`config.mk`:
```
export PLATFORM = sky130hd
export DESIGN_NAME = gdr_div
export DESIGN_NICKNAME = d
export VERILOG_FILES = /design/src/hdl/gdr_pkg.sv /design/src/hdl/gdr_div.sv
export SDC_FILE = /design/constraint.sdc
export NUM_CORES = 1
export LEC_CHECK = 0
export BUFFER_PORTS_ARGS = -buffer_cell sky130_fd_sc_hd__buf_4
export CAP_MARGIN = 0
export CORE_MARGIN = 2
export CORE_UTILIZATION = 53
export CTS_BUF_LIST = sky130_fd_sc_hd__clkbuf_4
export CTS_CLUSTER_SIZE = 24
export DETAILED_ROUTE_END_ITERATION = 7
export GPL_TIMING_DRIVEN = 0
export MAX_ROUTING_LAYER = met4
export PLACE_DENSITY = 0.78
export SLEW_MARGIN = 20
export SYNTH_ARGS = -nofsm -noshare
export SYNTH_HDL_FRONTEND = slang
export SYNTH_SLANG_ARGS = --single-unit
```
`constraint.sdc`:
```
create_clock -name clk -period 7.3 [get_ports clk]
set_input_delay 1.46 -clock clk [delete_from_list [all_inputs] [get_ports clk]]
set_output_delay 1.46 -clock clk [all_outputs]
set_load 0.01 [all_outputs]
```
`src/hdl/gdr_pkg.sv`:
```
package gdr_pkg;

  localparam int MAP_SIDE   = 64;
  localparam int MAP_BITS   = 6;
  localparam int MAP_DEPTH  = MAP_SIDE * MAP_SIDE;
  localparam int ADDR_BITS  = 2 * MAP_BITS;
  localparam int SCREEN_COLUMNS = 1024;
  localparam int COL_BITS   = 10;
  localparam int STEP_LIMIT = 2 * MAP_SIDE;
  localparam int STEP_BITS  = 8;
  localparam int DIST_BITS  = 24;
  localparam int SIDE_BITS  = 40;
  localparam logic [7:0] CODE_EMPTY = 8'h30;
  localparam logic [7:0] CODE_OPEN  = 8'h38;

  localparam logic [2:0] REG_PLAYER_X = 3'd0;
  localparam logic [2:0] REG_PLAYER_Y = 3'd1;
  localparam logic [2:0] REG_DIR_X    = 3'd2;
  localparam logic [2:0] REG_DIR_Y    = 3'd3;
  localparam logic [2:0] REG_PLANE_X  = 3'd4;
  localparam logic [2:0] REG_PLANE_Y  = 3'd5;

  // divider request/response
  typedef struct packed {
    logic        start;
    logic [18:0] divisor;
  } div_req_t;

  typedef struct packed {
    logic        done;
    logic [32:0] quotient;
  } div_rsp_t;

endpackage

```
`src/hdl/gdr_div.sv`:
```
// 2^32 / divisor, restoring, one quotient bit per cycle (34 iterations)
module gdr_div import gdr_pkg::*; (
  input  logic     clk,
  input  logic     rst,
  input  div_req_t req,
  output div_rsp_t rsp
);

  logic [5:0]  count;
  logic        busy;
  logic        done;
  logic [33:0] num;
  logic [19:0] rem;
  logic [18:0] dvs;
  logic [32:0] quo;
  logic [19:0] trial;

  assign trial = {rem[18:0], num[33]};

  always_ff @(posedge clk) begin
    if (rst) begin
      busy <= 1'b0;
      done <= 1'b0;
    end else begin
      done <= 1'b0;
      if (req.start) begin
        busy  <= 1'b1;
        count <= 6'd0;
        num   <= {1'b0, 1'b1, 32'd0};
        rem   <= '0;
        dvs   <= req.divisor;
      end else if (busy) begin
        num <= {num[32:0], 1'b0};
        if (trial >= {1'b0, dvs}) begin
          rem <= trial - {1'b0, dvs};
          quo <= {quo[31:0], 1'b1};
        end else begin
          rem <= trial;
          quo <= {quo[31:0], 1'b0};
        end
        count <= count + 6'd1;
        if (count == 6'd33) begin
          busy <= 1'b0;
          done <= 1'b1;
        end
      end
    end
  end

  assign rsp.done     = done;
  assign rsp.quotient = quo;

endmodule

```
==> reports/qor.yml, run 1 <==
grt:
  antenna_found_initial: 0
  globalRouteTotalUtil_pct: 20.84
  busiest_layer: "met2"
  grt_pass1_vias: 2728
  use_met3_pct: 4.315
  grt_overflow_total: 0
  grt_max_degree: 20
  grt_pass1_wl_um: 13210
  grtUsageMet1_pct: 27.38
  met2_usage_pct: 32.84
clocking:
  cts_buffers: 9
  clock_latency_ns: 0.44
  hold_buffers: 0
  clock-sinks: 81
  cts_buffer_depth: 2
  cts_tree: "built"
  post_cts_buffers: 0
  cts_max_level: 3
  root_buffer: "clkbuf_4"
  post_cts_resized: 0
  path_clk_slew_ns: 0.15
timing:
  fin_worst_skew_ns: 0.01812
  layout_min_cycle_time_ns: 2.846
  slew_violations: 0
  finalHoldViolations: 0
  setup_viol: 0
  setup_tns_ns: 0
  max_freq_mhz: 351.3
  slew_headroom_pct: 60.80
  max_slew.worst_pin.slew_ns: 0.5874
  rsz0062_at_grt: "no"
  period_share_pct: 38.99
worst_hold_path:
  hp-class: "reg2reg"
  worstHoldPathCells: 0
setup_path:
  reg2reg_to: "rem[8]"
  r2r_cells: 12
  cp_top_family: "compound AO/OA/AOI/OAI gates"
  r2r-start: "num[33]"
  startpoint_type: "register"
  cp_num_buf_inv: 3
  crit_fanout: 10
  r2r_slack_ns: 4.45
  crit_end: "rem[8]"
  arrival_ns: 3.04
  slowest_delay_ns: 0.41
  crit_start: "num[33]"
  cpMaxStageDelayCell: "fa_1"
  endpoint_kind: "register"
  crit_chain: "inv_1, ha_1, fa_1, nand2b_2, a21oi_4, o21ai_0, a221o_1, and2_4, inv_6, buf_8, mux2i_1, nor2_1"
  required_ns: 7.49
  crit_cells: 12
  path_class: "reg2reg"
job:
  maxCapViolations: 0
power_and_ir_drop:
  intPower_w: 0.0007295
  p_clk_share_pct: 23.5
  power_frac_seq_pct: 52.2
  ir_drop_v: 0.0001559
  p_switching_w: 0.0003371
  swShare_pct: 31.61
  p_comb_share_pct: 24.3
  p_leak_nw: 1.941
  powerDensity_nw_per_um2: 222.1
yosys:
  syn_nets: 372
  synth-edff-count: 79
  synth_top_flop_cell: "edfxtp_1"
  synthDistinctLibCells: 53
  ys_seq_area_share_pct: 59.49
  async_flop_share_pct: 0
  synthCells: 328
  yosysWarnings: 0
  synth-seq-cells: 81
  syn-cell-area_um2: 4055
  avgSynthCellArea_um2: 12.36
finish:
  nFillCells: 548
  final-seq-area_um2: 2412
  drive_gt1_share_pct: 25.74
  multi_input_area_um2: 1475
  fin_nets: 443
  synthToLayoutAreaGrowth_pct: 18.45
  final_cell_mix: "edfxtp_1, buf_4, nor2_1"
  layout_commonest_cell: "edfxtp_1"
  n_antenna_cell: 0
  fin_cells: 503
place:
  post-dp-hpwl_um: 5778
  io_buffers: 55
  place_inst: 487
  gp_congestion: 0.8951
die:
  pin_count: 56
  rows: 31
  fp.dieArea_um2: 8367
  die_h_um: 91.47
  die_w_um: 91.47
  coreArea_um2: 7331
  start_util_pct: 55.32
route:
  drt-initial-drc-count: 184
  ant_nets: 0
  drt-total-wl_um: 8025
  wl_per_cell_um: 15.95
  viasPerCell: 5.412
  route.detailed.drc: 0
  first_pass_iters: 4
  num_vias: 2722
outcome:
  status: "finished, final reports clean"
[Yosys cell counts (2+ instances only)]
cell	number	share of area (%)
a211oi_2	5	1.5
buf_4	3	0.56
nand4_1	2	0.31
dfxtp_1	2	0.99
mux2i_1	5	1.2
xnor2_1	10	2.2
and4_1	2	0.43
ha_1	21	6.5
inv_1	25	2.3
o21ai_1	2	0.25
a21oi_2	2	0.43
nor2_1	33	3.1
edfxtp_1	79	59
xor2_1	10	2.2
buf_2	4	0.49
clkbuf_1	3	0.28
a21oi_1	23	2.8
o21a_1	3	0.56
nor2b_1	2	0.31
and2_1	2	0.31
a21o_1	10	1.9
o21ai_0	7	0.86
o211ai_1	4	0.74
nand2_1	26	2.4
nand3_1	9	1.1
nand2_2	2	0.31
o21bai_1	3	0.56
a221oi_1	2	0.43
nor4_1	3	0.46
[layout make-up]
type | instances | area share, %
buffer | 12 | 1.667
clock buffer | 9 | 1.407
clock inverter | 7 | 1.328
inverter | 26 | 2.136
multi-input combinational | 209 | 30.71
sequential | 81 | 50.22
tap | 99 | 2.579
timing repair buffer | 60 | 9.950
[metal layers]
layer | share of wire, % | wire, um
met1 | 47 | 3749
met2 | 47 | 3744
met3 | 5.1 | 411
met4 | 1.5 | 119
met5 | 0 | 0
[power groups by stage]
stage / Sequential [W] / Clock, W / Combinational, W
finish: 0.000557 / 0.000250 / 0.000259
global route: 0.000560 / 0.000270 / 0.000288
CTS: 0.000557 / 0.000258 / 0.000258
detailed placement: 0.000568 / 0 / 0.000256
global placement: 0.000567 / 0 / 0.000245
floorplan: 0.000566 / 0 / 0.000190
[state kept, by name, summed over array words and instances, names as in the netlist]
signal	cells
quo	33
dvs	19
rem	19
count	6
num	2
busy	1
done	1
[logic make-up (layout without fill, tap and decap cells)]
group,after synthesis,count (layout),synth area share (%)
xor gates and xnor gates,20,20,4.319
buffers and inverters,38,114,4.505
DFF,81,81,59.49
AOI/OAI and AO/OA,70,70,12.56
muxes,5,5,1.234
and+or+nand+nor,92,92,10.92
adders and majority gates,22,22,6.973
[through the flow]
stage	hold slack, ns	total power [W]	cell area (um2)	setup WS, ns	util [%]
floorplan	0.4990	0.0007561	4055	2.859	-
global placement	0.4327	0.0008121	4592	1.988	62.64
detailed placement	0.4350	0.0008237	4672	4.058	63.73
CTS	0.4635	0.001073	4803	4.442	65.52
global route	0.4653	0.001119	4803	4.275	65.52
finish	0.4554	0.001067	4803	4.454	65.52
[worst min path at each step]
stage            start      end  slack [ns]
3_5_place_dp    quo[4]   quo[5]        0.43
2_1_floorplan   quo[9]  quo[10]        0.50
5_1_grt        quo[23]  quo[24]        0.47
6_report       quo[20]  quo[21]        0.46
3_3_place_gp   quo[11]  quo[12]        0.43
4_1_cts         quo[5]   quo[6]        0.46
Power figures use the tool's default switching activity.
==> run 2, diff against run 1 <==
clock period = 2.8 ns   (was 7.3 ns; I/O delays follow)
==> run 2 against run 1 <==
Net effect:
- cell count did not move
- via count fell by 0.11%
- sequential power rose to 2.6 times the previous value
- final area rose by 1.4%
- global-route usage barely moved
- critical endpoint is now rem[7]
==> reports/qor.yml, run 2 (synthesis gave the netlist of run 1 again) <==
outcome:
  status: "finished, final reports clean"
timing:
  slew_violations: 0  # unchanged
  setup_slack_ns: 0.1341  # -4.320 ns
  max_slew.worst_pin.slew_ns: 0.7603  # +0.1729 ns
  finalHoldViolations: 0  # unchanged
  max_freq_mhz: 375.1  # +6.8%
  setup_viol: 0  # unchanged
  fin_worst_skew_ns: 0.01520  # -0.002921 ns
  layout_min_cycle_time_ns: 2.666  # -0.1804 ns
  period_share_pct: 95.21  # +56 points
  slew_headroom_pct: 49.26  # -12 points
power_and_ir_drop:
  p_leak_nw: 1.970  # +1.5%
  ir_drop_v: 0.0004441  # +180%
  power.total_w: 0.002960  # +180%
  powerDensity_nw_per_um2: 607.9  # +170%
grt:
  globalRouteTotalUtil_pct: 20.83  # about the same
  grt_overflow_total: 0  # unchanged
  antenna_found_initial: 1  # +1
  grt_pass1_vias: 2738  # +0.37%
  grt_max_degree: 23  # +15%
  grt_pass1_wl_um: 13100  # -0.83%
setup_path:
  reg2reg_to: "rem[7]"
  r2r_slack_ns: 0.13  # -4.32 ns
  crit_cells: 9  # -3
  startpoint_type: "register"
  endpoint_kind: "register"
  required_ns: 3.06  # -4.43 ns
  cp_top_family: "compound AO/OA/AOI/OAI gates"
  arrival_ns: 2.92  # -0.12 ns
  r2r_cells: 9  # -3
  cpMaxStageDelayCell: "edfxtp_1"
  slowest_delay_ns: 0.43  # +0.02 ns
  crit_end: "rem[7]"
  cp_num_buf_inv: 1  # -2
  path_class: "reg2reg"
  crit_fanout: 10  # unchanged
  cp_common_cell: "a21oi_2"
  crit_chain: "ha_1, a21oi_2, o21ai_1, and4_4, a2111oi_4, and2_4, buf_4, nand2_1, a21oi_2"
  r2r-start: "rem[12]"
  crit_start: "rem[12]"
route:
  drt-total-wl_um: 7977  # -0.60%
  drt-initial-drc-count: 261  # +42%
  wl_per_cell_um: 15.86  # -0.60%
  viasPerCell: 5.406  # -0.11%
  first_pass_iters: 4  # unchanged
  num_vias: 2719  # -0.11%
  ant_nets: 0  # unchanged
  route.detailed.drc: 0  # unchanged
die:
  start_util_pct: 55.32  # unchanged
  rows: 31  # unchanged
  coreArea_um2: 7331  # unchanged
  pin_count: 56  # unchanged
  fp.dieArea_um2: 8367  # unchanged
  die_h_um: 91.47  # unchanged
  die_w_um: 91.47  # unchanged
finish:
  largest_reg_flops: 33  # unchanged
  nFillCells: 551  # +0.55%
  layout_commonest_cell: "edfxtp_1"
  multi_input_area_um2: 1493  # +1.2%
  final-seq-area_um2: 2412  # unchanged
  fin_nets: 442  # -0.23%
  final_cell_mix: "edfxtp_1, buf_4, nor2_1"
  synthToLayoutAreaGrowth_pct: 20.09
  largest-register: "quo"
  reg_top3: "quo: 33 flops, dvs: 19 flops, rem: 19 flops"
  drive_gt1_share_pct: 26.05  # +0.31 points
  fin_area_um2: 4870  # +1.4%
place:
  post-dp-hpwl_um: 5674  # -1.8%
  io_buffers: 55  # unchanged
  post-place-ws_ns: 0.01590  # -4.042 ns
  gp_congestion: 0.8828  # -1.4%
  placed_cell_area_um2: 4667  # -0.11%
clocking:
  cts_max_level: 3  # unchanged
  cts_buffers: 9  # unchanged
  path_clk_slew_ns: 0.15  # about the same
  cts_buffer_depth: 2  # unchanged
  clock-sinks: 81  # unchanged
  cts_tree: "built"
  hold_buffers: 0  # unchanged
  clock_latency_ns: 0.43  # about the same
  root_buffer: "clkbuf_4"
job:
  maxCapViolations: 0  # unchanged
worst_hold_path:
  hp-class: "in2reg"
-- run 2: what timing repair did --
| action | 4_1_cts | 5_1_grt |
|---|---|---|
| pin swaps | 1 | 0 |
| resized for setup | 0 | 4 |
| setup endpoints to repair | 3 | 8 |
| buffers inserted | 1 | 0 |
-- run 2: final cells by class --
| cell class | count | area share [%] |
|---|---|---|
| Antenna cell | 1 | 0.05139 |
| Buffer | 12 | 1.747 |
| Clock buffer | 9 | 1.387 |
| Clock inverter | 7 | 2.235 |
| Inverter | 26 | 2.107 |
| Multi-Input combinational cell | 209 | 30.65 |
| Sequential cell | 81 | 49.54 |
| Tap cell | 99 | 2.544 |
| Timing Repair Buffer | 59 | 9.738 |
-- run 2: where the power goes --
part / internal, W / switching (W) / total [W] / leakage [nW]
logic: 0.000296 / 0.000390 / 0.000686 / 1.12
registers: 0.00142 / 0.0000351 / 0.00145 / 0.760
clock network: 0.000381 / 0.000442 / 0.000823 / 0.0945
total: 0.00209 / 0.000867 / 0.00296 / 1.97
-- run 2: worst reg2reg max path: stages, from the launching register on --
cell       delay [ns]
edfxtp_1         0.43
ha_1             0.42
a21oi_2          0.20
o21ai_1          0.10
and4_4           0.21
a2111oi_4        0.40
and2_4           0.24
buf_4            0.20
nand2_1          0.09
a21oi_2          0.20
-- run 2: metal layers --
| layer | vias up | wire length (um) | global-route usage (%) |
|---|---|---|---|
| li1 | 1337 | - | - |
| met1 | 1305 | 3583 | 26.73 |
| met2 | 65 | 3837 | 32.05 |
| met3 | 12 | 428 | 5.228 |
| met4 | 0 | 127 | 7.955 |
| met5 | - | 0 | - |
-- run 2: worst min path at each step --
stage          startpoint       to  slack [ns]  cells after the start
4_1_cts           req[13]  dvs[13]        0.27                      1
6_report          req[13]  dvs[13]        0.29                      1
5_1_grt           req[18]  dvs[18]        0.25                      1
3_5_place_dp      quo[17]  quo[18]        0.43                      0
2_1_floorplan      quo[9]  quo[10]        0.50                      0
3_3_place_gp      quo[14]  quo[15]        0.43                      0
-- run 2: through the flow --
stage               setup TNS (ns)  util, %  std cells  hold WS (ns)
global route            -0.0001297    66.43        503        0.2546
global placement            -21.40    62.71        482        0.4335
finish                           0    66.43        503        0.2882
CTS                              0    66.17        502        0.2656
detailed placement               0    63.66        485        0.4338
floorplan                        0        -        328        0.4990
==> run 3, diff against run 2 <==
CORE_ASPECT_RATIO = 1.25   (was default)
PLACE_DENSITY = 0.81   (was 0.78)
clock period = 2.33 ns   (was 2.8 ns; I/O delays follow)
==> run 3 against run 2 <==
Net effect:
- the flow now finishes with violations (setup timing)
- wire length grew 11%
- sequential share of layout area shrank 2.9 points
- via count grew 6.3%
- core utilization grew 3.4 points
- count of clock-buffer cells in the layout is the same
- register-to-register slack lost 0.39 ns
- clock power grew 3.5%
- maximum frequency grew 3.0%
- total power grew 23%
- cell count grew 2.6%
- clock skew grew 0.0047 ns
- critical path type unchanged
- highest routed layer unchanged
==> reports/qor.yml, run 3 (synthesis gave the netlist of run 1 again) <==
outcome:
  status: "complete, but fails checks"
  violations: "setup timing"
route:
  route.detailed.drc: 0  # unchanged
  wl_per_cell_um: 17.17  # +8.3%
  first_pass_iters: 4  # unchanged
  viasPerCell: 5.599  # +3.6%
  ant_nets: 0  # unchanged
  num_vias: 2889  # +6.3%
  drt-total-wl_um: 8859  # +11%
  drt-initial-drc-count: 199  # -24%
setup_path:
  slowest_delay_ns: 0.42  # about the same
  cp_top_family: "buffers and inverters"
  crit_chain: "ha_1, buf_6, a21o_1, o21bai_2, nor2_1, a221o_1, and2_4, clkinv_8, buf_12, buf_4, buf_6, nor2_4, a211oi_2"
  r2r_cells: 13  # +4
  crit_fanout: 8  # -2
  r2r_slack_ns: -0.26  # -0.39 ns
  cp_num_buf_inv: 5  # +4
  r2r-start: "rem[6]"
  cpMaxStageDelayCell: "edfxtp_1"
  arrival_ns: 2.76  # -0.16 ns
  endpoint_kind: "register"
  path_class: "reg2reg"
  startpoint_type: "register"
  cp_common_cell: "buf_6"
  reg2reg_to: "rem[1]"
  required_ns: 2.50  # -0.56 ns
power_and_ir_drop:
  p_clk_share_pct: 23.4  # -4.4 points
  swShare_pct: 30.78  # +1.5 points
  p_comb_share_pct: 28.6  # +5.4 points
  ir_drop_v: 0.0005040  # +13%
  intPower_w: 0.002520  # +20%
  power_frac_seq_pct: 48.0  # -1.0 points
  p_leak_nw: 2.079  # +5.5%
  p_switching_w: 0.001121  # +29%
  powerDensity_nw_per_um2: 704.7  # +16%
grt:
  globalRouteTotalUtil_pct: 21.94  # +1.1 points
  grt_overflow_total: 0  # unchanged
  antenna_found_initial: 0  # -1
  grt_pass1_vias: 2756  # +0.66%
  grt_pass1_wl_um: 13210  # +0.89%
  grt_max_degree: 28  # +22%
clocking:
  cts_buffer_depth: 2  # unchanged
  clock_latency_ns: 0.44  # about the same
  cts_tree: "built"
  clock-sinks: 81  # unchanged
  cts_max_level: 3  # unchanged
  root_buffer: "clkbuf_4"
  path_clk_slew_ns: 0.14  # about the same
  cts_buffers: 9  # unchanged
timing:
  slew_headroom_pct: 44.01  # -5.3 points
  slew_violations: 0  # unchanged
  period_share_pct: 111.1  # +16 points
  setup_slack_ns: -0.2576  # -0.3917 ns
  max_freq_mhz: 386.5  # +3.0%
  rsz0062_at_grt: "yes"
  layout_min_cycle_time_ns: 2.588  # -0.07833 ns
  finalHoldViolations: 0  # unchanged
  fin_worst_skew_ns: 0.01988  # +0.004680 ns
  max_slew.worst_pin.slew_ns: 0.8379  # +0.07763 ns
  setup_viol: 20  # +20
finish:
  reg_top3: "quo: 33 flops, dvs: 19 flops, rem: 19 flops"
  final_cell_mix: "edfxtp_1, buf_4, nor2_1"
  largest_reg_flops: 33  # unchanged
  final_core_util_pct: 69.82  # +3.4 points
  drive_gt1_share_pct: 36.56  # +11 points
  fin_nets: 463  # +4.8%
  n_antenna_cell: 0  # -1
  largest-register: "quo"
  synthToLayoutAreaGrowth_pct: 27.43
  fin_area_um2: 5167  # +6.1%
  layout_commonest_cell: "edfxtp_1"
die:
  fp.dieArea_um2: 8371  # about the same
  pin_count: 56  # unchanged
  die_w_um: 82.24  # -10%
  coreArea_um2: 7401  # +0.96%
  start_util_pct: 54.79  # -0.52 points
  die_h_um: 101.8  # +11%
  rows: 35  # +13%
place:
  post-dp-hpwl_um: 5898  # +4.0%
  io_buffers: 55  # unchanged
  placed_cell_area_um2: 4644  # -0.48%
  gp_congestion: 0.9011  # +2.1%
worst_hold_path:
  hp-class: "in2reg"
  worstHoldPathCells: 1  # unchanged
  hold_end: "dvs[12]"
  hold_start: "req[12]"
job:
  maxCapViolations: 0  # unchanged
-- run 3: cell types whose count changed in the layout (fill, tap and decap cells not counted), sizes merged --
cell / delta
inv: -2
buf: +20
diode: -1
clkinv: +1
clkinvlp: +2
bufinv: -1
clkbuf: +1
-- run 3: repair_timing --
| action | CTS | global route |
|---|---|---|
| pin swaps | 9 | 12 |
| resized for setup | 17 | 29 |
| hold buffers | 0 | 0 |
| setup buffers | 13 | 10 |
| setup endpoints to repair | 20 | 19 |
| cloned | 1 | 1 |
-- run 3: final cells by class --
cell class / count / area, um2
flip-flops and latches: 81 / 2412
fillers: 550 / 2233
multi-input cells: 209 / 1638
repair buffers: 81 / 656.9
well taps: 92 / 115.1
inverters: 26 / 110.1
plain buffers: 11 / 90.09
clock inverters: 7 / 77.57
clock buffers: 9 / 67.56
-- run 3: through the flow --
| step | hold slack, ns | instances | setup TNS (ns) | worst slack [ns] | total power, W |
|---|---|---|---|---|---|
| 6_report | 0.1892 | 516 | -3.292 | -0.2576 | 0.003642 |
| 5_1_grt | 0.1637 | 516 | -4.958 | -0.3273 | 0.003819 |
| 4_1_cts | 0.1760 | 506 | -2.347 | -0.1964 | 0.003540 |
| 3_5_place_dp | 0.4354 | 477 | -6.318 | -0.3172 | 0.002584 |
| 3_3_place_gp | 0.4326 | 475 | -40.68 | -0.6758 | 0.002552 |
| 2_1_floorplan | 0.4990 | 328 | -0.1848 | -0.09238 | 0.002376 |
-- run 3: layer usage --
metal  routed length [um]  part of all wire [%]  track usage (%)  up-vias
li1                     -                     -                -     1378
met1                 3790                    43            27.42     1431
met2                 4582                    52            35.11       64
met3                  309                   3.5            4.724       16
met4                  177                   2.0            7.564        0
met5                    0                     0                -        -
-- run 3: worst max-delay path by stage --
stage	startpoint	to	slack, ns	cells past startpoint
floorplan	num[33]	rem[14]	-0.09	12
global placement	req[19]	dvs[6]	-0.68	4
detailed placement	num[33]	rem[8]	-0.32	12
CTS	num[33]	rem[8]	-0.20	12
global route	rem[9]	rem[14]	-0.33	9
finish	rem[6]	rem[1]	-0.26	13
-- run 3: power groups by stage --
stage	clock (W)	combinational (W)	sequential, W
global placement	0	0.000777	0.00177
global route	0.000934	0.00113	0.00176
floorplan	0	0.000603	0.00177
detailed placement	0	0.000805	0.00178
CTS	0.000872	0.000920	0.00175
finish	0.000852	0.00104	0.00175
